<file path="src/hw/rtl/fbsl_pkg.sv">
// Shared types and constants for the framed bit-serial link core.
// No dependencies; every other file of the block refers to this package.
package fbsl_pkg;

  typedef enum logic [1:0] {
    KIND_SEND   = 2'd0,
    KIND_TICK   = 2'd1,
    KIND_SAMPLE = 2'd2,
    KIND_READ   = 2'd3
  } kind_t;

  typedef enum logic [2:0] {
    PH_HUNT    = 3'b001,
    PH_COLLECT = 3'b010,
    PH_READY   = 3'b100
  } rx_phase_t;

  localparam logic [1:0] CFG_RUN_LENGTH   = 2'd0;
  localparam logic [1:0] CFG_SYNC_PATTERN = 2'd1;
  localparam logic [1:0] CFG_END_PATTERN  = 2'd2;

  localparam logic [3:0] RUN_RESET  = 4'd9;
  localparam logic [7:0] SYNC_RESET = 8'hAA;
  localparam logic [7:0] END_RESET  = 8'hCC;

  localparam logic [2:0] LAST_BIT  = 3'd7;
  localparam logic [1:0] LAST_BYTE = 2'd2;
  localparam logic [3:0] RUN_MAX   = 4'd15;

  typedef struct packed {
    logic load;
    logic tick;
    logic [7:0] data_byte;
  } tx_ctrl_t;

  typedef struct packed {
    logic busy;
    logic level_nxt;
  } tx_stat_t;

  typedef struct packed {
    logic sample;
    logic level;
    logic read;
  } rx_ctrl_t;

  typedef struct packed {
    logic ready;
    logic [7:0] shift;
  } rx_stat_t;

endpackage

</file>
<file path="src/hw/rtl/fbsl_if.sv">
// Valid/ready channel interfaces for the input items and result items.
// Depends on fbsl_pkg for the item kind type.
interface fbsl_in_if;
  logic valid;
  logic ready;
  fbsl_pkg::kind_t kind;
  logic [7:0] data_byte;
  logic line_level;

  modport source (output valid, kind, data_byte, line_level, input ready);
  modport sink (input valid, kind, data_byte, line_level, output ready);
endinterface

interface fbsl_out_if;
  logic valid;
  logic ready;
  logic status;
  logic tx_line;
  logic [7:0] rx_byte;

  modport source (output valid, status, tx_line, rx_byte, input ready);
  modport sink (input valid, status, tx_line, rx_byte, output ready);
endinterface

</file>
<file path="src/hw/rtl/fbsl_tx.sv">
// Transmitter: three-byte frame shift register, bit and byte counters, line level.
// Depends on fbsl_pkg for the control and status structs.
module fbsl_tx (
  input  logic                clk,
  input  logic                rst_n,
  input  logic [7:0]          sync_pattern,
  input  logic [7:0]          end_pattern,
  input  fbsl_pkg::tx_ctrl_t  ctrl,
  output fbsl_pkg::tx_stat_t  stat
);

  logic [23:0] frame_r, frame_nxt;
  logic [2:0]  bit_r, bit_nxt;
  logic [1:0]  byte_r, byte_nxt;
  logic        busy_r, busy_nxt;
  logic        level_r, level_nxt;

  always_comb begin
    frame_nxt = frame_r;
    bit_nxt   = bit_r;
    byte_nxt  = byte_r;
    busy_nxt  = busy_r;
    level_nxt = level_r;
    if (ctrl.load && !busy_r) begin
      frame_nxt = {sync_pattern, ctrl.data_byte, end_pattern};
      bit_nxt   = '0;
      byte_nxt  = '0;
      busy_nxt  = 1'b1;
    end else if (ctrl.tick && busy_r) begin
      level_nxt = frame_r[23];
      frame_nxt = {frame_r[22:0], 1'b0};
      bit_nxt   = bit_r + 3'd1;
      if (bit_r == fbsl_pkg::LAST_BIT) begin
        byte_nxt = byte_r + 2'd1;
        if (byte_r == fbsl_pkg::LAST_BYTE) begin
          byte_nxt = '0;
          busy_nxt = 1'b0;
        end
      end
    end
  end

  always_ff @(posedge clk) begin
    frame_r <= frame_nxt;
    if (!rst_n) begin
      bit_r   <= '0;
      byte_r  <= '0;
      busy_r  <= 1'b0;
      level_r <= 1'b0;
    end else begin
      bit_r   <= bit_nxt;
      byte_r  <= byte_nxt;
      busy_r  <= busy_nxt;
      level_r <= level_nxt;
    end
  end

  assign stat.busy      = busy_r;
  assign stat.level_nxt = level_nxt;

endmodule

</file>
<file path="src/hw/rtl/fbsl_rx.sv">
// Receiver: run counters, receive shift register and the hunt/collect/ready sequencer.
// Depends on fbsl_pkg for the phase type and the control and status structs.
module fbsl_rx (
  input  logic                clk,
  input  logic                rst_n,
  input  logic [3:0]          run_length,
  input  logic [7:0]          sync_pattern,
  input  fbsl_pkg::rx_ctrl_t  ctrl,
  output fbsl_pkg::rx_stat_t  stat
);

  fbsl_pkg::rx_phase_t phase_r, phase_nxt;
  logic [7:0] shift_r, shift_nxt;
  logic [3:0] high_r, high_nxt, high_b;
  logic [3:0] low_r, low_nxt, low_b;
  logic [2:0] cnt_r, cnt_nxt;
  logic       got_hi, got_lo;

  always_comb begin
    high_b = ctrl.level ? ((high_r == fbsl_pkg::RUN_MAX) ? high_r : high_r + 4'd1) : 4'd0;
    low_b  = ctrl.level ? 4'd0 : ((low_r == fbsl_pkg::RUN_MAX) ? low_r : low_r + 4'd1);
    got_hi = high_b >= run_length;
    got_lo = !got_hi && (low_b >= run_length);
  end

  always_comb begin
    phase_nxt = phase_r;
    shift_nxt = shift_r;
    high_nxt  = high_r;
    low_nxt   = low_r;
    cnt_nxt   = cnt_r;
    if (ctrl.sample && phase_r != fbsl_pkg::PH_READY) begin
      high_nxt = got_hi ? 4'd0 : high_b;
      low_nxt  = got_lo ? 4'd0 : low_b;
      if (got_hi || got_lo) begin
        shift_nxt = {shift_r[6:0], got_hi};
        if (phase_r == fbsl_pkg::PH_HUNT) begin
          if (shift_nxt == sync_pattern) begin
            phase_nxt = fbsl_pkg::PH_COLLECT;
            cnt_nxt   = '0;
          end
        end else begin
          cnt_nxt = cnt_r + 3'd1;
          if (cnt_r == fbsl_pkg::LAST_BIT) begin
            phase_nxt = fbsl_pkg::PH_READY;
          end
        end
      end
    end else if (ctrl.read && phase_r == fbsl_pkg::PH_READY) begin
      phase_nxt = fbsl_pkg::PH_HUNT;
      cnt_nxt   = '0;
    end
  end

  always_ff @(posedge clk) begin
    if (!rst_n) begin
      phase_r <= fbsl_pkg::PH_HUNT;
      shift_r <= '0;
      high_r  <= '0;
      low_r   <= '0;
      cnt_r   <= '0;
    end else begin
      phase_r <= phase_nxt;
      shift_r <= shift_nxt;
      high_r  <= high_nxt;
      low_r   <= low_nxt;
      cnt_r   <= cnt_nxt;
    end
  end

  assign stat.ready = (phase_r == fbsl_pkg::PH_READY);
  assign stat.shift = shift_r;

endmodule

</file>
<file path="src/hw/rtl/framed_bit_serial_link_core.sv">
// Framed bit-serial link core: input decode, configuration registers, result register.
// Depends on fbsl_pkg, the channel interfaces in fbsl_if, fbsl_tx and fbsl_rx.
//
// Every input transfer carries one command: send request, transmit tick,
// receive sample or read. Each produces exactly one result transfer with
// status, the transmit line level after the command, and the received byte.
// The command is applied to the transmitter or receiver state in the cycle
// it is accepted and its result is captured in the output register, so the
// result appears in the cycle after the input transfer. One command is taken
// every cycle; the only limit is the single result register.
// The input is ready while the result register is empty or its result is
// taken in the same cycle. A stalled receiver therefore stalls the input
// after one pending result, and nothing is lost.
// Configuration writes on cfg_we take effect on the next command; a frame
// already loaded keeps its patterns. Index 3 is ignored.
// Synchronous reset clears the transmitter control state and the receiver (hunting
// for sync), empties the result register and restores the register defaults.
module framed_bit_serial_link_core (
  input  logic        clk,
  input  logic        rst_n,
  fbsl_in_if.sink     in_ch,
  fbsl_out_if.source  out_ch,
  input  logic        cfg_we,
  input  logic [1:0]  cfg_index,
  input  logic [7:0]  cfg_wdata
);

  logic [3:0] run_length_r;
  logic [7:0] sync_pattern_r;
  logic [7:0] end_pattern_r;

  logic       out_valid_r;
  logic       status_r, status_nxt;
  logic       tx_line_r;
  logic [7:0] rx_byte_r, rx_byte_nxt;
  logic       in_fire;

  fbsl_pkg::tx_ctrl_t tx_ctrl;
  fbsl_pkg::tx_stat_t tx_stat;
  fbsl_pkg::rx_ctrl_t rx_ctrl;
  fbsl_pkg::rx_stat_t rx_stat;

  assign in_ch.ready = !out_valid_r || out_ch.ready;
  assign in_fire     = in_ch.valid && in_ch.ready;

  always_comb begin
    tx_ctrl.load      = in_fire && (in_ch.kind == fbsl_pkg::KIND_SEND);
    tx_ctrl.tick      = in_fire && (in_ch.kind == fbsl_pkg::KIND_TICK);
    tx_ctrl.data_byte = in_ch.data_byte;
    rx_ctrl.sample    = in_fire && (in_ch.kind == fbsl_pkg::KIND_SAMPLE);
    rx_ctrl.level     = in_ch.line_level;
    rx_ctrl.read      = in_fire && (in_ch.kind == fbsl_pkg::KIND_READ);
  end

  always_comb begin
    status_nxt  = 1'b0;
    rx_byte_nxt = '0;
    unique case (in_ch.kind)
      fbsl_pkg::KIND_SEND: begin
        status_nxt = tx_stat.busy;
      end
      fbsl_pkg::KIND_READ: begin
        status_nxt  = !rx_stat.ready;
        rx_byte_nxt = rx_stat.ready ? rx_stat.shift : 8'd0;
      end
      default: begin
        status_nxt = 1'b0;
      end
    endcase
  end

  fbsl_tx u_tx (
    .clk          (clk),
    .rst_n        (rst_n),
    .sync_pattern (sync_pattern_r),
    .end_pattern  (end_pattern_r),
    .ctrl         (tx_ctrl),
    .stat         (tx_stat)
  );

  fbsl_rx u_rx (
    .clk          (clk),
    .rst_n        (rst_n),
    .run_length   (run_length_r),
    .sync_pattern (sync_pattern_r),
    .ctrl         (rx_ctrl),
    .stat         (rx_stat)
  );

  always_ff @(posedge clk) begin
    if (!rst_n) begin
      run_length_r   <= fbsl_pkg::RUN_RESET;
      sync_pattern_r <= fbsl_pkg::SYNC_RESET;
      end_pattern_r  <= fbsl_pkg::END_RESET;
    end else if (cfg_we) begin
      unique case (cfg_index)
        fbsl_pkg::CFG_RUN_LENGTH:   run_length_r   <= cfg_wdata[3:0];
        fbsl_pkg::CFG_SYNC_PATTERN: sync_pattern_r <= cfg_wdata;
        fbsl_pkg::CFG_END_PATTERN:  end_pattern_r  <= cfg_wdata;
        default: begin
        end
      endcase
    end
  end

  always_ff @(posedge clk) begin
    if (!rst_n) begin
      out_valid_r <= 1'b0;
    end else if (in_fire) begin
      out_valid_r <= 1'b1;
    end else if (out_ch.ready) begin
      out_valid_r <= 1'b0;
    end
    if (in_fire) begin
      status_r  <= status_nxt;
      tx_line_r <= tx_stat.level_nxt;
      rx_byte_r <= rx_byte_nxt;
    end
  end

  assign out_ch.valid   = out_valid_r;
  assign out_ch.status  = status_r;
  assign out_ch.tx_line = tx_line_r;
  assign out_ch.rx_byte = rx_byte_r;

  a_send_sets_busy: assert property (@(posedge clk) disable iff (!rst_n)
    (tx_ctrl.load && !tx_stat.busy) |=> tx_stat.busy)
    else $error("accepted send did not start the transmitter");

  a_tick_status_zero: assert property (@(posedge clk) disable iff (!rst_n)
    (tx_ctrl.tick || rx_ctrl.sample) |=> !out_ch.status)
    else $error("tick or sample result carries a nonzero status");

  a_byte_needs_ok: assert property (@(posedge clk) disable iff (!rst_n)
    (out_valid_r && rx_byte_r != 8'd0) |-> !status_r)
    else $error("received byte returned with status set");

  a_stall_only_when_full: assert property (@(posedge clk) disable iff (!rst_n)
    !in_ch.ready |-> (out_valid_r && !out_ch.ready))
    else $error("input stalled while the result register can accept");

endmodule

</file>
<file path="src/flat_wrapper.sv">
// flat-port wrapper written by rule: the top's interface ports become plain ports
module framed_bit_serial_link_core_flat 
  (clk, rst_n, cfg_we, cfg_index, cfg_wdata, in_ch_valid, in_ch_kind, in_ch_data_byte, in_ch_line_level, in_ch_ready, out_ch_valid, out_ch_status, out_ch_tx_line, out_ch_rx_byte, out_ch_ready);
  fbsl_in_if in_ch_i ();
  fbsl_out_if out_ch_i ();
  input  logic clk;
  input  logic rst_n;
  input  logic cfg_we;
  input  logic [1:0] cfg_index;
  input  logic [7:0] cfg_wdata;
  input wire logic [$bits(in_ch_i.valid)-1:0] in_ch_valid;
  input wire logic [$bits(in_ch_i.kind)-1:0] in_ch_kind;
  input wire logic [$bits(in_ch_i.data_byte)-1:0] in_ch_data_byte;
  input wire logic [$bits(in_ch_i.line_level)-1:0] in_ch_line_level;
  output wire logic [$bits(in_ch_i.ready)-1:0] in_ch_ready;
  output wire logic [$bits(out_ch_i.valid)-1:0] out_ch_valid;
  output wire logic [$bits(out_ch_i.status)-1:0] out_ch_status;
  output wire logic [$bits(out_ch_i.tx_line)-1:0] out_ch_tx_line;
  output wire logic [$bits(out_ch_i.rx_byte)-1:0] out_ch_rx_byte;
  input wire logic [$bits(out_ch_i.ready)-1:0] out_ch_ready;
  assign in_ch_i.valid = in_ch_valid;
  assign in_ch_i.kind = in_ch_kind;
  assign in_ch_i.data_byte = in_ch_data_byte;
  assign in_ch_i.line_level = in_ch_line_level;
  assign in_ch_ready = in_ch_i.ready;
  assign out_ch_valid = out_ch_i.valid;
  assign out_ch_status = out_ch_i.status;
  assign out_ch_tx_line = out_ch_i.tx_line;
  assign out_ch_rx_byte = out_ch_i.rx_byte;
  assign out_ch_i.ready = out_ch_ready;
  framed_bit_serial_link_core u_core (.clk(clk), .rst_n(rst_n), .in_ch(in_ch_i), .out_ch(out_ch_i), .cfg_we(cfg_we), .cfg_index(cfg_index), .cfg_wdata(cfg_wdata));
endmodule
</file>
<file path="config.mk">
export PLATFORM = sky130hd
export DESIGN_NAME = framed_bit_serial_link_core_flat
export DESIGN_NICKNAME = d
export VERILOG_FILES = /design/src/hw/rtl/fbsl_pkg.sv /design/src/hw/rtl/fbsl_if.sv /design/src/hw/rtl/fbsl_tx.sv /design/src/hw/rtl/fbsl_rx.sv /design/src/hw/rtl/framed_bit_serial_link_core.sv /design/src/flat_wrapper.sv
export SDC_FILE = /design/constraint.sdc
export NUM_CORES = 1
export LEC_CHECK = 0
export BUFFER_PORTS_ARGS = -buffer_cell sky130_fd_sc_hd__buf_2
export CAP_MARGIN = 20
export CORE_MARGIN = 3
export CORE_UTILIZATION = 50
export CTS_BUF_LIST = sky130_fd_sc_hd__clkbuf_8
export CTS_CLUSTER_SIZE = 24
export DETAILED_ROUTE_END_ITERATION = 6
export GPL_ROUTABILITY_DRIVEN = 0
export GPL_TIMING_DRIVEN = 0
export MAX_ROUTING_LAYER = met4
export PLACE_DENSITY_LB_ADDON = 0.05
export SLEW_MARGIN = 5
export SYNTH_ARGS = -nofsm -noshare
export SYNTH_HDL_FRONTEND = slang
export SYNTH_SLANG_ARGS = --single-unit
</file>
<file path="constraint.sdc">
create_clock -name clk -period 3.15 [get_ports clk]
set_input_delay 0.63 -clock clk [delete_from_list [all_inputs] [get_ports clk]]
set_output_delay 0.63 -clock clk [all_outputs]
set_load 0.02 [all_outputs]
</file>
After elaboration in Yosys (flattened, before gate mapping)

Cells that the tools add are included.

Bitwise operators: 1
$add $sub $neg: 5
Multiplexer cells: 29
Reduce and logical (&&, ||, !) cells: 33
Equal/unequal tests: 17
Order comparisons: 2

Operators with widths:

| operator                                                                 | number |
|---|---|
| 24-bit 2-to-1 mux                                                        | 2 |
| 3-bit 2-to-1 mux                                                         | 11 |
| 4-bit 2-to-1 mux                                                         | 6 |
| 2-bit AND reduction                                                      | 6 |
| 1-bit logical AND                                                        | 10 |
| 2-bit nonzero test                                                       | 5 |
| 3-bit == test (second input constant)                                    | 3 |
| 4-bit by 1-bit adder with 4-bit output (second input constant)           | 2 |
| 2-bit == test (second input constant)                                    | 4 |
| 4-bit == test (second input constant)                                    | 2 |
| 8-bit == test                                                            | 1 |
| 4-bit greater-or-equal comparator                                        | 2 |
| 1-bit 2-to-1 mux                                                         | 8 |
| 3-bit by 1-bit adder with 3-bit output (second input constant)           | 2 |
| 3-bit AND reduction                                                      | 2 |
| 2-bit by 1-bit == test with 1-bit output (second input constant)         | 2 |
| 1-bit logical NOT                                                        | 4 |
| 2-bit logical NOT                                                        | 2 |
| 4-bit AND reduction                                                      | 1 |
| 3-bit by 1-bit == test with 1-bit output (second input constant)         | 1 |
| 3-bit by 1-bit inequality test with 1-bit output (second input constant) | 1 |
| 3-bit by 2-bit inequality test with 1-bit output (second input constant) | 1 |
| 3-bit inequality test (second input constant)                            | 1 |
| 2-bit by 1-bit adder with 2-bit output (second input constant)           | 1 |
| other kinds (6)                                                          | 7 |

Flip-flop bits (word level): 84
Logic and storage cells: 104

Logic depth before layout (Yosys ltp)

Gate-level depths: netlist of the first run.

Depth in word-level cells: 9
Depth in mapped cells: 12
Gate-level depth less buffers: 11

Cells and area by module

Synthesis of the first run repeated with hierarchy kept, for this count alone.

Cells, all modules: 365
Area total of the unflattened synthesis: 4190.3 um2

Modules (own cells, without submodules):

| module                      | sequential area each (um2) | instances | area an instance (um2) | cells an instance |
|---|---|---|---|---|
| fbsl_rx                     | 440.4                      | 1         | 1435.1                 | 158 |
| fbsl_tx                     | 860.8                      | 1         | 1401.3                 | 87 |
| framed_bit_serial_link_core | 720.7                      | 1         | 1353.8                 | 120 |

Least setup slack after synthesis of the first run

No wires, ideal clock.

Path kind: input to register
Start point: in out_ch_ready
End point: reg u_core.u_tx.frame_r[0], enable pin
Library setup time: 0.425 ns
Arrival time: 2.273 ns
Data required time: 2.725 ns
Cell stages on the path: 7
Slack: 0.452 ns
Path through: nand2b_1 -> and2_1 -> clkbuf_2 -> nand3b_1 -> buf_2 -> buf_2 -> nand2_1

Cells in the longest elaborated chain, start to end: 5
Elaborated cells on any way between the ends: 7
Those cells by class: 7 x reduce/logical

RTL lines:

| item                                        | RTL line                                                             | source |
|---|---|---|
| start, declared                             | flat_wrapper.sv:20                                                   | `input wire logic [$bits(out_ch_i.ready)-1:0] out_ch_ready;` |
| 1-bit logical OR (*)                        | framed_bit_serial_link_core.sv:43                                    | `assign in_ch.ready = !out_valid_r \|\| out_ch.ready;` |
| 1-bit logical AND (*)                       | framed_bit_serial_link_core.sv:44                                    | `assign in_fire = in_ch.valid && in_ch.ready;` |
| via u_core.in_fire                          | framed_bit_serial_link_core.sv:36                                    | `logic in_fire;` |
| 1-bit logical AND, on equally long branches | framed_bit_serial_link_core.sv:47, framed_bit_serial_link_core.sv:48 |  |
| 1-bit logical AND, on equally long branches | fbsl_tx.sv:24, fbsl_tx.sv:29                                         |  |
| 2-bit nonzero test (no line) (*)            | n/a                                                                  |  |
| end signal, assigned                        | fbsl_tx.sv:44                                                        | `frame_r <= frame_nxt;` |
| end, declared                               | fbsl_tx.sv:12                                                        | `logic [23:0] frame_r, frame_nxt;` |

The timed path passes the listed nets; every way through them passes the cells marked *.
A chain may end at the register's enable or synchronous reset.

Worst setup path after layout of the first run

Start point: reg u_core.u_rx.high_r[0]
End point: reg u_core.u_rx.cnt_r[2]

Cells in the longest elaborated chain, start to end: 9
Elaborated cells on any way between the ends: 12
Those cells by class: 1 x add/sub; 1 x order compare; 4 x eq/ne; 2 x mux; 4 x reduce/logical

RTL lines:

| item                                                                    | RTL line      | source |
|---|---|---|
| start, declared                                                         | fbsl_rx.sv:14 | `logic [3:0] high_r, high_nxt, high_b;` |
| start signal, assigned                                                  | fbsl_rx.sv:65 | `high_r <= high_nxt;` |
| 4-bit by 1-bit adder with 4-bit output or 4-bit == test (tied branches) | fbsl_rx.sv:20 | `high_b = ctrl.level ? ((high_r == fbsl_pkg::RUN_MAX) ? high_r : high_r + 4'd1) : 4'd0;` |
| 4-bit 2-to-1 mux (*) (2 in series)                                      | fbsl_rx.sv:20 |  |
| 4-bit greater-or-equal comparator (*)                                   | fbsl_rx.sv:22 | `got_hi = high_b >= run_length;` |
| parallel branches: the longest is 4 deep, another holds 8-bit == test   | n/a           |  |
| 3-bit AND reduction (no line) (*)                                       | n/a           |  |
| end signal, assigned                                                    | fbsl_rx.sv:67 | `cnt_r <= cnt_nxt;` |
| end, declared                                                           | fbsl_rx.sv:16 | `logic [2:0] cnt_r, cnt_nxt;` |

Every way passes the cells marked *.

==> results of run 1 <==
==> how the worst min path moves through the flow <==
stage	slack, ns	endpoint	depth (start not counted)
final	0.47	u_core.u_rx.cnt_r[1]	2
after global routing	0.51	u_core.u_rx.cnt_r[2]	2
after CTS	0.47	u_core.u_rx.cnt_r[1]	2
after detailed placement	0.46	u_core.u_rx.cnt_r[1]	2
after global placement	0.45	u_core.u_rx.cnt_r[1]	2
after floorplan	0.44	u_core.u_rx.cnt_r[1]	2
==> flip-flops by register name, summed over array words and instances, names as in the netlist <==
register,flops
u_core.out_ch.rx_byte,8
u_core.u_tx.busy_r,1
u_core.u_rx.low_r,4
u_core.end_pattern_r,8
u_core.out_ch.tx_line,1
u_core.run_length_r,4
u_core.u_rx.cnt_r,3
u_core.u_tx.byte_r,2
u_core.u_tx.bit_r,3
u_core.u_rx.shift_r,8
u_core.out_ch.status,1
u_core.u_tx.frame_r,24
u_core.sync_pattern_r,8
u_core.out_ch.valid,1
u_core.u_rx.high_r,4
u_core.u_tx.level_r,1
u_core.u_rx.phase_r,3
==> worst min-delay path: stages (launching register included) <==
cell and delay (ns):
sky130_fd_sc_hd__dfxtp_1 0.32, sky130_fd_sc_hd__nand2_1 0.05, sky130_fd_sc_hd__mux2i_1 0.05
==> logic make-up (layout without fill, tap and decap cells) <==
kind of cell             after synthesis  count (layout)  synth area share, %
AND/OR/NAND/NOR                      121             121                 15.2
flip-flops                            84              84                 51.4
multiplexers                          55              55                 14.8
AO/OA/AOI/OAI                         38              38                 7.32
buffers and inverters                 26              80                 3.15
adder cells (fa/ha/maj)               18              18                 5.73
XOR/XNOR                              11              11                 2.45
==> synthesized netlist by cell type, drive strengths merged (3+ instances only) <==
master,n
a211oi,3
a21oi,12
a22oi,4
and2,6
and3,8
buf,4
clkbuf,8
dfxtp,50
edfxtp,34
ha,18
inv,14
mux2,24
mux2i,31
nand2,30
nand3,13
nand3b,3
nand4,3
nor2,44
nor3,5
o21ai,7
xnor2,8
xor2,3
==> layer usage <==
metal	vias up	wire length, microns
met3	5	283
li1	1348	-
met5	-	0
met4	0	46
met1	1249	3610
met2	41	3290
==> layout by cell type (no fill, tap or decap), types with 10 or more instances in the layout <==
cell type,n
sky130_fd_sc_hd__a21oi_1,12
sky130_fd_sc_hd__buf_2,40
sky130_fd_sc_hd__clkbuf_8,10
sky130_fd_sc_hd__dfxtp_1,50
sky130_fd_sc_hd__edfxtp_1,34
sky130_fd_sc_hd__ha_1,18
sky130_fd_sc_hd__inv_1,14
sky130_fd_sc_hd__mux2_2,24
sky130_fd_sc_hd__mux2i_1,31
sky130_fd_sc_hd__nand2_1,30
sky130_fd_sc_hd__nand3_1,13
sky130_fd_sc_hd__nor2_1,43
==> area by class of cell <==
class,instances,area [sq um],area share (%)
multi-input combinational,243,1790,40.2
buffer,12,71.3,1.60
timing repair buffer,38,200,4.50
tap,99,124,2.78
inverter,14,52.6,1.18
clock buffer,9,124,2.78
sequential,84,2020,45.5
clock inverter,7,67.6,1.52
==> power by group through the flow <==
stage | sequential, mW | combinational, mW | clock, mW
floorplan | 1.20 | 0.105 | 0
global placement | 1.20 | 0.163 | 0
detailed placement | 1.20 | 0.166 | 0
CTS | 1.17 | 0.167 | 0.767
global route | 1.18 | 0.187 | 0.810
finish | 1.17 | 0.167 | 0.743
==> metrics by stage <==
| step | hold slack (ns) | setup TNS (ns) | setup WS [ns] | total power, mW |
|---|---|---|---|---|
| finish | 0.468 | 0 | 0.269 | 2.08 |
| floorplan | 0.438 | 0 | 0.452 | 1.31 |
| global route | 0.505 | 0 | 0.0261 | 2.17 |
| global placement | 0.446 | -1.05 | -0.0445 | 1.36 |
| CTS | 0.468 | 0 | 0.237 | 2.11 |
| detailed placement | 0.456 | -2.15 | -0.0908 | 1.36 |
==> flow_results.org, run 1 <==
** Outcome
- Status :: completed

** Pwr
- Static leakage :: 1.91 nW
- Share of total power consumed by net switching :: 23.4%
- VDD sags by at most 326 uV.
- Sequential share of power :: 56.3%
- Power spread over the standard cell area amounts to 468 nW/um^2.
- Logic pwr share :: 8.0%
- Internal Power :: 1.59 mW
- The clock network is responsible for 35.7% of the overall power.
- The analysis attributes to net switching a power of 0.486 mW.

** STA
- At the pin with the least slew margin, the transition time is 0.834 ns.
- Hold violation count in the final report :: 0
- Subtracting the final worst setup slack from the clock period gives 2.88 ns.
- Headroom to the max-slew limit came out at 44.3%.
- Final cycle utilization of the critical path :: 91.4%
- Setup repair after global routing left no endpoint under its margin.
- The total count of max-transition violations in the final report was 0.
- Highest clock frequency the design can meet :: 347 MHz
- Setup violations remaining at the end of the flow were counted as 0.
- For the final database, setup skew stands at 0.00656 ns.

** Clock tree
- Once the clock tree was built, the setup fixing pass inserted 0 buffers.
- Gates resized during post-CTS repair numbered 0.
- H-tree levels :: 3
- The clock reaches the later pin of the worst-skew pair after 0.34 ns.
- Number of CTS-inserted buffers :: 9
- Clk Tree Root Cell :: sky130_fd_sc_hd__clkbuf_8
- TritonCTS built the clock tree.
- Number of sinks handled by clock tree synthesis :: 84
- Hold-fix buffer count after cts :: 0
- Clock-pin slew reported for the worst setup and hold paths after clock tree synthesis :: 0.08 ns
- Maximum count of clock buffers along a single path :: 2

** Global routing
- In the global route stage, met2 resource usage came out at 27.7%.
- Global routing used 18.2% of the available tracks across all layers.
- Via count of the first global-routing pass :: 2575
- Global-route met1 utilization :: 24.2%
- Entering global routing, the biggest net connects 25 pins.
- The first global-routing pass estimated 12300 microns of wire.
- Global routing consumed, on the met3 layer, 3.98% of the routing resources.
- Top Usage Layer GRT :: met2
- The initial antenna violation count came to 0.
- Global routing finished with a remaining overflow of 0.

** Layout
- Fill cells in the final layout number 676.
- Excluding fillers, the count of instances in the completed layout stands at 506.
- Share of cells above drive strength 1 :: 24.1%
- Final core utilization :: 59.7%
- Total inserted antenna cells :: 0
- Area added between synthesis and finish :: 13.1%
- The finished cells cover 4450 sq um.
- At the end of the flow, the number of nets in the layout was 446.

** Logic synthesis
- Total nets after synthesis :: 397
- The synthesized design devotes to its leading area cell type 26.0% of total area.
- Count of distinct cell types in the synthesized netlist :: 48
- Total of flip-flops plus latches after synthesis :: 84
- For this run, asynchronously set or reset flops after synthesis account for 0%.
- Each instance of the synthesized netlist takes up on average 11.1 sq um.
- In the synthesized netlist the dominant register cell turns out to be sky130_fd_sc_hd__dfxtp_1.
- Counting flops with a built-in enable in the synthesized netlist gives 34.
- Yosys attributes the largest share of cell area to sky130_fd_sc_hd__edfxtp_1 26%, sky130_fd_sc_hd__dfxtp_1 25%, sky130_fd_sc_hd__mux2i_1 7.9%.
- Cell count after synthesis :: 353
- Sequential fraction of the synthesis area :: 51.4%
- The synthesized netlist occupies a cell area of 3930 sq um.
- Cell type contributing the most total cell area after synthesis :: sky130_fd_sc_hd__edfxtp_1
- Yosys printed 0 warnings.

** Critical path
- Traced cell by cell, the critical path runs through ha_1, nand3_1, xor2_1, nand2_1, ha_1, nand2b_4, a2111oi_4, nor3_2, nor4b_4, a2bb2oi_4, mux2i_1.
- The largest single stage delay on the critical path is 0.42 ns.
- Crit-path max FO :: 5
- Launch instance of the worst register-to-register path :: u_core.u_rx.high_r[0]
- The kind of cell with the highest combined delay along the critical path is simple AND/OR/NAND/NOR gates.
- Counting cells, the worst reg-to-reg path comes to 11.
- The worst register-to-register path ends at u_core.u_rx.cnt_r[2].
- Critical Path Sink Type :: flop
- The most critical setup path has its startpoint at u_core.u_rx.high_r[0].
- Among the stages of the critical path, the cell type that occurs most often is sky130_fd_sc_hd__ha_1.
- The worst setup path is of the flop to flop kind.
- CP max-delay cell :: sky130_fd_sc_hd__a2111oi_4
- The worst setup path is launched from a flop.
- Required time of the critical path :: 3.42 ns
- FF-to-FF setup slack :: 0.27 ns
- The most critical setup path has its endpoint at u_core.u_rx.cnt_r[2].
- Data on the critical path arrives at its endpoint at 3.15 ns.
- In this run the number of cells on the critical path is 11.
- Bufs and invs on worst path :: 0

** Min path
- Hold path startpoint :: u_core.u_rx.cnt_r[1]
- Worst hold path class :: flop to flop

** Place
- Detailed-placement wirelength estimate :: 5240 microns
- # port buffers :: 37
- Total cell area at the placement stage :: 4240 sq um
- Number of placed cells counting well taps :: 489

** Detailed routing
- In the routed design, unresolved DRC markers number 0.
- Mean routed wirelength per cell :: 14.3 microns
- Count of antenna-violating nets left after detailed routing :: 0
- For this run, the detailed router's first-pass iteration total came to 4.
- Via count of the routed design :: 2643
- After detailed routing, the total wire length is 7230 microns.
- Iteration-0 DRC Markers :: 93
- Avg Vias per Cell :: 5.22

** Die
- Die ar. :: 8970 sq um
- 38 I/O pins were placed.
- Initial core utilization :: 52.8%
- Area of the placeable core :: 7450 sq um
- Standard-cell rows :: 31
- Vertical extent of the die :: 94.7 microns
- Die span in x :: 94.7 microns

** Flow run
- Max-Cap Viols :: 0
(Power assumes the default switching activity.)
==> run 2: changes to the inputs <==
- MAX_ROUTING_LAYER: met4 -> not set
- SETUP_SLACK_MARGIN: not set -> 0.1
==> run 2 against run 1 <==
Die area unchanged. Routed wire length about the same. Critical endpoint unchanged. Largest power group unchanged. Worst setup slack better by 0.060 ns. Highest routed layer unchanged. Fmax up 2.1%.
==> flow_results.org, run 2 (same netlist as run 1, synthesis figures left out) <==
** Global routing
- The total congestion overflow after global routing is 0 (unchanged).
- Via count of the first global-routing pass :: 2573 (-0.078%)
- The largest net degree at the start of global routing came to 25 (unchanged).
- The initial antenna violation count was 0 (unchanged).
- The global routing usage summed across all routing layers came to 17.7% (-0.50 points).
- The first-pass GRT wire length is 12300 microns (about the same).

** Clock tree
- Number of sinks handled by clock tree synthesis :: 84 (unchanged)
- The insertion delay of the later-clocked pin in the worst-skew pair is 0.34 ns (about the same).
- H-tree levels :: 3 (unchanged)
- Clock-pin slew reported for the worst setup and hold paths after clock tree synthesis :: 0.08 ns (about the same)
- The tree is rooted in a sky130_fd_sc_hd__clkbuf_8.
- Postcts setup bufs :: 0 (unchanged)
- Clock tree from TritonCTS :: yes
- The deepest clock path buffer count came to 2 (unchanged).
- PostCTS Resize Cnt :: 0 (unchanged)
- The number of hold buffers added after CTS came to 0 (unchanged).
- The number of buffers created by CTS came to 9 (unchanged).

** STA
- The clock period minus final worst setup slack was 2.82 ns (-0.0605 ns).
- Rel. slew slack :: 45.7% (+1.4 points)
- The maximum clock frequency is 355 MHz (+2.1%).
- The number of hold violations in the final report was 0 (unchanged).
- Setup TNS :: 0 ns (unchanged)
- Setup repair after global routing left no endpoint under its margin.
- Final Setup Violations :: 0 (unchanged)
- The slew at the pin with the worst max-slew slack is 0.813 ns (-0.0212 ns).
- Worst clock skew :: 0.00789 ns (+0.00133 ns)
- Final cycle utilization of the critical path :: 89.5% (-1.9 points)
- The total count of max-transition violations in the final report is 0 (unchanged).
- The hold slack was 0.468 ns (-0.0000310 ns).
- The final setup slack of the worst path is 0.330 ns (+0.0605 ns).

** Pwr
- Design Power :: 2.08 mW (about the same)
- The ratio of total power to cell area came to 467 nW/um^2 (-0.22%).
- The largest voltage drop on the vdd net was 326 uV (about the same).
- The static leakage was 1.91 nW (-0.19%).

** Flow run
- The count of maximum capacitance violations was 0 (unchanged).

** Critical path
- The minimum setup slack among reg-to-reg paths is 0.33 ns (+0.06 ns).
- The buffering stage count on the worst path with inverters included came to 0 (unchanged).
- Critical path launch point type :: flop
- The data arrival time of the critical path is 3.09 ns (-0.06 ns).
- CP max-delay cell :: sky130_fd_sc_hd__nor4b_4
- Required time of the critical path :: 3.42 ns (about the same)
- Cell class contributing the biggest share of worst-path delay :: simple AND/OR/NAND/NOR gates
- The worst setup path is of the flop to flop kind.
- Critical path cell sequence :: ha_2, nand3_2, xor2_1, nand2_1, ha_1, nand2b_4, a2111oi_4, nor3_2, nor4b_4, a2bb2oi_4, mux2i_1
- The length in cells of the worst reg-to-reg path was 11 (unchanged).
- Reg2reg end :: u_core.u_rx.cnt_r[2]
- Critical Path Sink Type :: flop
- The largest fanout on the critical path came to 5 (unchanged).
- The worst register-to-register path begins at u_core.u_rx.high_r[0].
- The delay contributed by the slowest stage of the critical path is 0.40 ns (-0.02 ns).

** Detailed routing
- Iteration-0 DRC Markers :: 92 (-1.1%)
- The routed wire length per instance came to 14.3 microns (about the same).
- Iteration count of the initial detailed-routing pass :: 4 (unchanged)
- The number of routed nets with antenna violations came to 0 (unchanged).
- Avg Vias per Cell :: 5.22 (about the same)
- The overall via count from detail_route is 2641 (-0.076%).
- The final wirelength was 7230 microns (about the same).
- DRC :: 0 (unchanged)

** Min path
- Worst-case hold path end point :: u_core.u_rx.cnt_r[1]
- The worst hold path begins at u_core.u_rx.cnt_r[1].
- Worst hold path class :: flop to flop
- The number of cells traversed by the worst hold path was 2 (unchanged).

** Place
- Detailed-placement wirelength estimate :: 5240 microns (unchanged)
- Pre-CTS setup slack :: -0.0908 ns (unchanged)
- # port buffers :: 37 (unchanged)

** Layout
- Number of fill cells in the layout :: 671 (-0.74%)
- Commonest non-fill, non-tap cell in the layout :: sky130_fd_sc_hd__dfxtp_1
- Share of cells above drive strength 1 :: 25.1% (+0.98 points)
- Compared with the post-synthesis result, the final layout area differs by 13.4%.
- Flip-flop count of the largest register after layout :: 24 (unchanged)
- The final-stage net count was 446 (unchanged).
- In the layout the commonest cells are 48 x sky130_fd_sc_hd__dfxtp_1, 43 x sky130_fd_sc_hd__nor2_1, 40 x sky130_fd_sc_hd__buf_2.
- The antenna cell count was 0 (unchanged).
- Counting flops per register, the top entry is u_core.u_tx.frame_r.

** Die
- Vertical extent of the die :: 94.7 microns (unchanged)
- The starting density of the core is 52.8% (unchanged).
- Num ports :: 38 (unchanged)
- Die span in x :: 94.7 microns (unchanged)
- Standard-cell rows :: 31 (unchanged)
- Area of the placeable core :: 7450 sq um (unchanged)
- Die ar. :: 8970 sq um (unchanged)

** Outcome
- Status :: completed
==> run 2: area by class of cell <==
| cell class | count | area, sq um | share of cell area [%] |
|---|---|---|---|
| Clock buffer | 9 | 124 | 2.78 |
| Tap cell | 99 | 124 | 2.78 |
| Sequential cell | 84 | 2020 | 45.4 |
| Clock inverter | 7 | 67.6 | 1.52 |
| Inverter | 14 | 52.6 | 1.18 |
| Timing Repair Buffer | 38 | 200 | 4.49 |
| Buffer | 12 | 71.3 | 1.60 |
| Multi-Input combinational cell | 243 | 1790 | 40.2 |
==> run 2: per-stage QoR <==
| stage | instance area, sq um | utilization (%) | instances |
|---|---|---|---|
| after floorplan | 3930 | - | 353 |
| after global placement | 4240 | 57.0 | 489 |
| after detailed placement | 4240 | 57.0 | 489 |
| after CTS | 4430 | 59.5 | 505 |
| after global routing | 4460 | 59.9 | 506 |
| final | 4460 | 59.9 | 506 |
==> run 2: worst min-delay path, delay by kind of cell (launching register included) <==
| family | cells | cell delay [ns] |
|---|---|---|
| flip-flops | 1 | 0.32 |
| multiplexers | 1 | 0.05 |
| AND/OR/NAND/NOR | 1 | 0.05 |
==> run 2: metal layers <==
metal  wire, microns  vias to the layer above  track usage (%)
met4              54                        0             4.81
met5               0                        -                0
met1            3580                     1242             24.2
met2            3280                       48             27.7
met3             319                        4             4.70
li1                -                     1347                -
==> run 2: worst max-delay path by stage <==
stage / startpoint / cells past startpoint / slack, ns / end
3_3_place_gp: out_ch_ready / 8 / -0.04 / u_core.u_tx.frame_r[3]
2_1_floorplan: out_ch_ready / 7 / 0.45 / u_core.u_tx.frame_r[0]
3_5_place_dp: out_ch_ready / 8 / -0.09 / u_core.u_tx.frame_r[0]
5_1_grt: u_core.u_rx.high_r[0] / 11 / 0.11 / u_core.u_rx.cnt_r[0]
4_1_cts: u_core.u_rx.high_r[0] / 11 / 0.24 / u_core.u_rx.cnt_r[2]
6_report: u_core.u_rx.high_r[0] / 11 / 0.33 / u_core.u_rx.cnt_r[2]
==> run 2: report_power, final <==
group / total [mW] / internal (mW) / switching [mW] / leakage, nW
Sequential: 1.17 / 1.16 / 0.0132 / 0.726
Combinational: 0.166 / 0.0721 / 0.0940 / 1.08
Clock: 0.743 / 0.364 / 0.379 / 0.0968
Total: 2.08 / 1.59 / 0.487 / 1.91
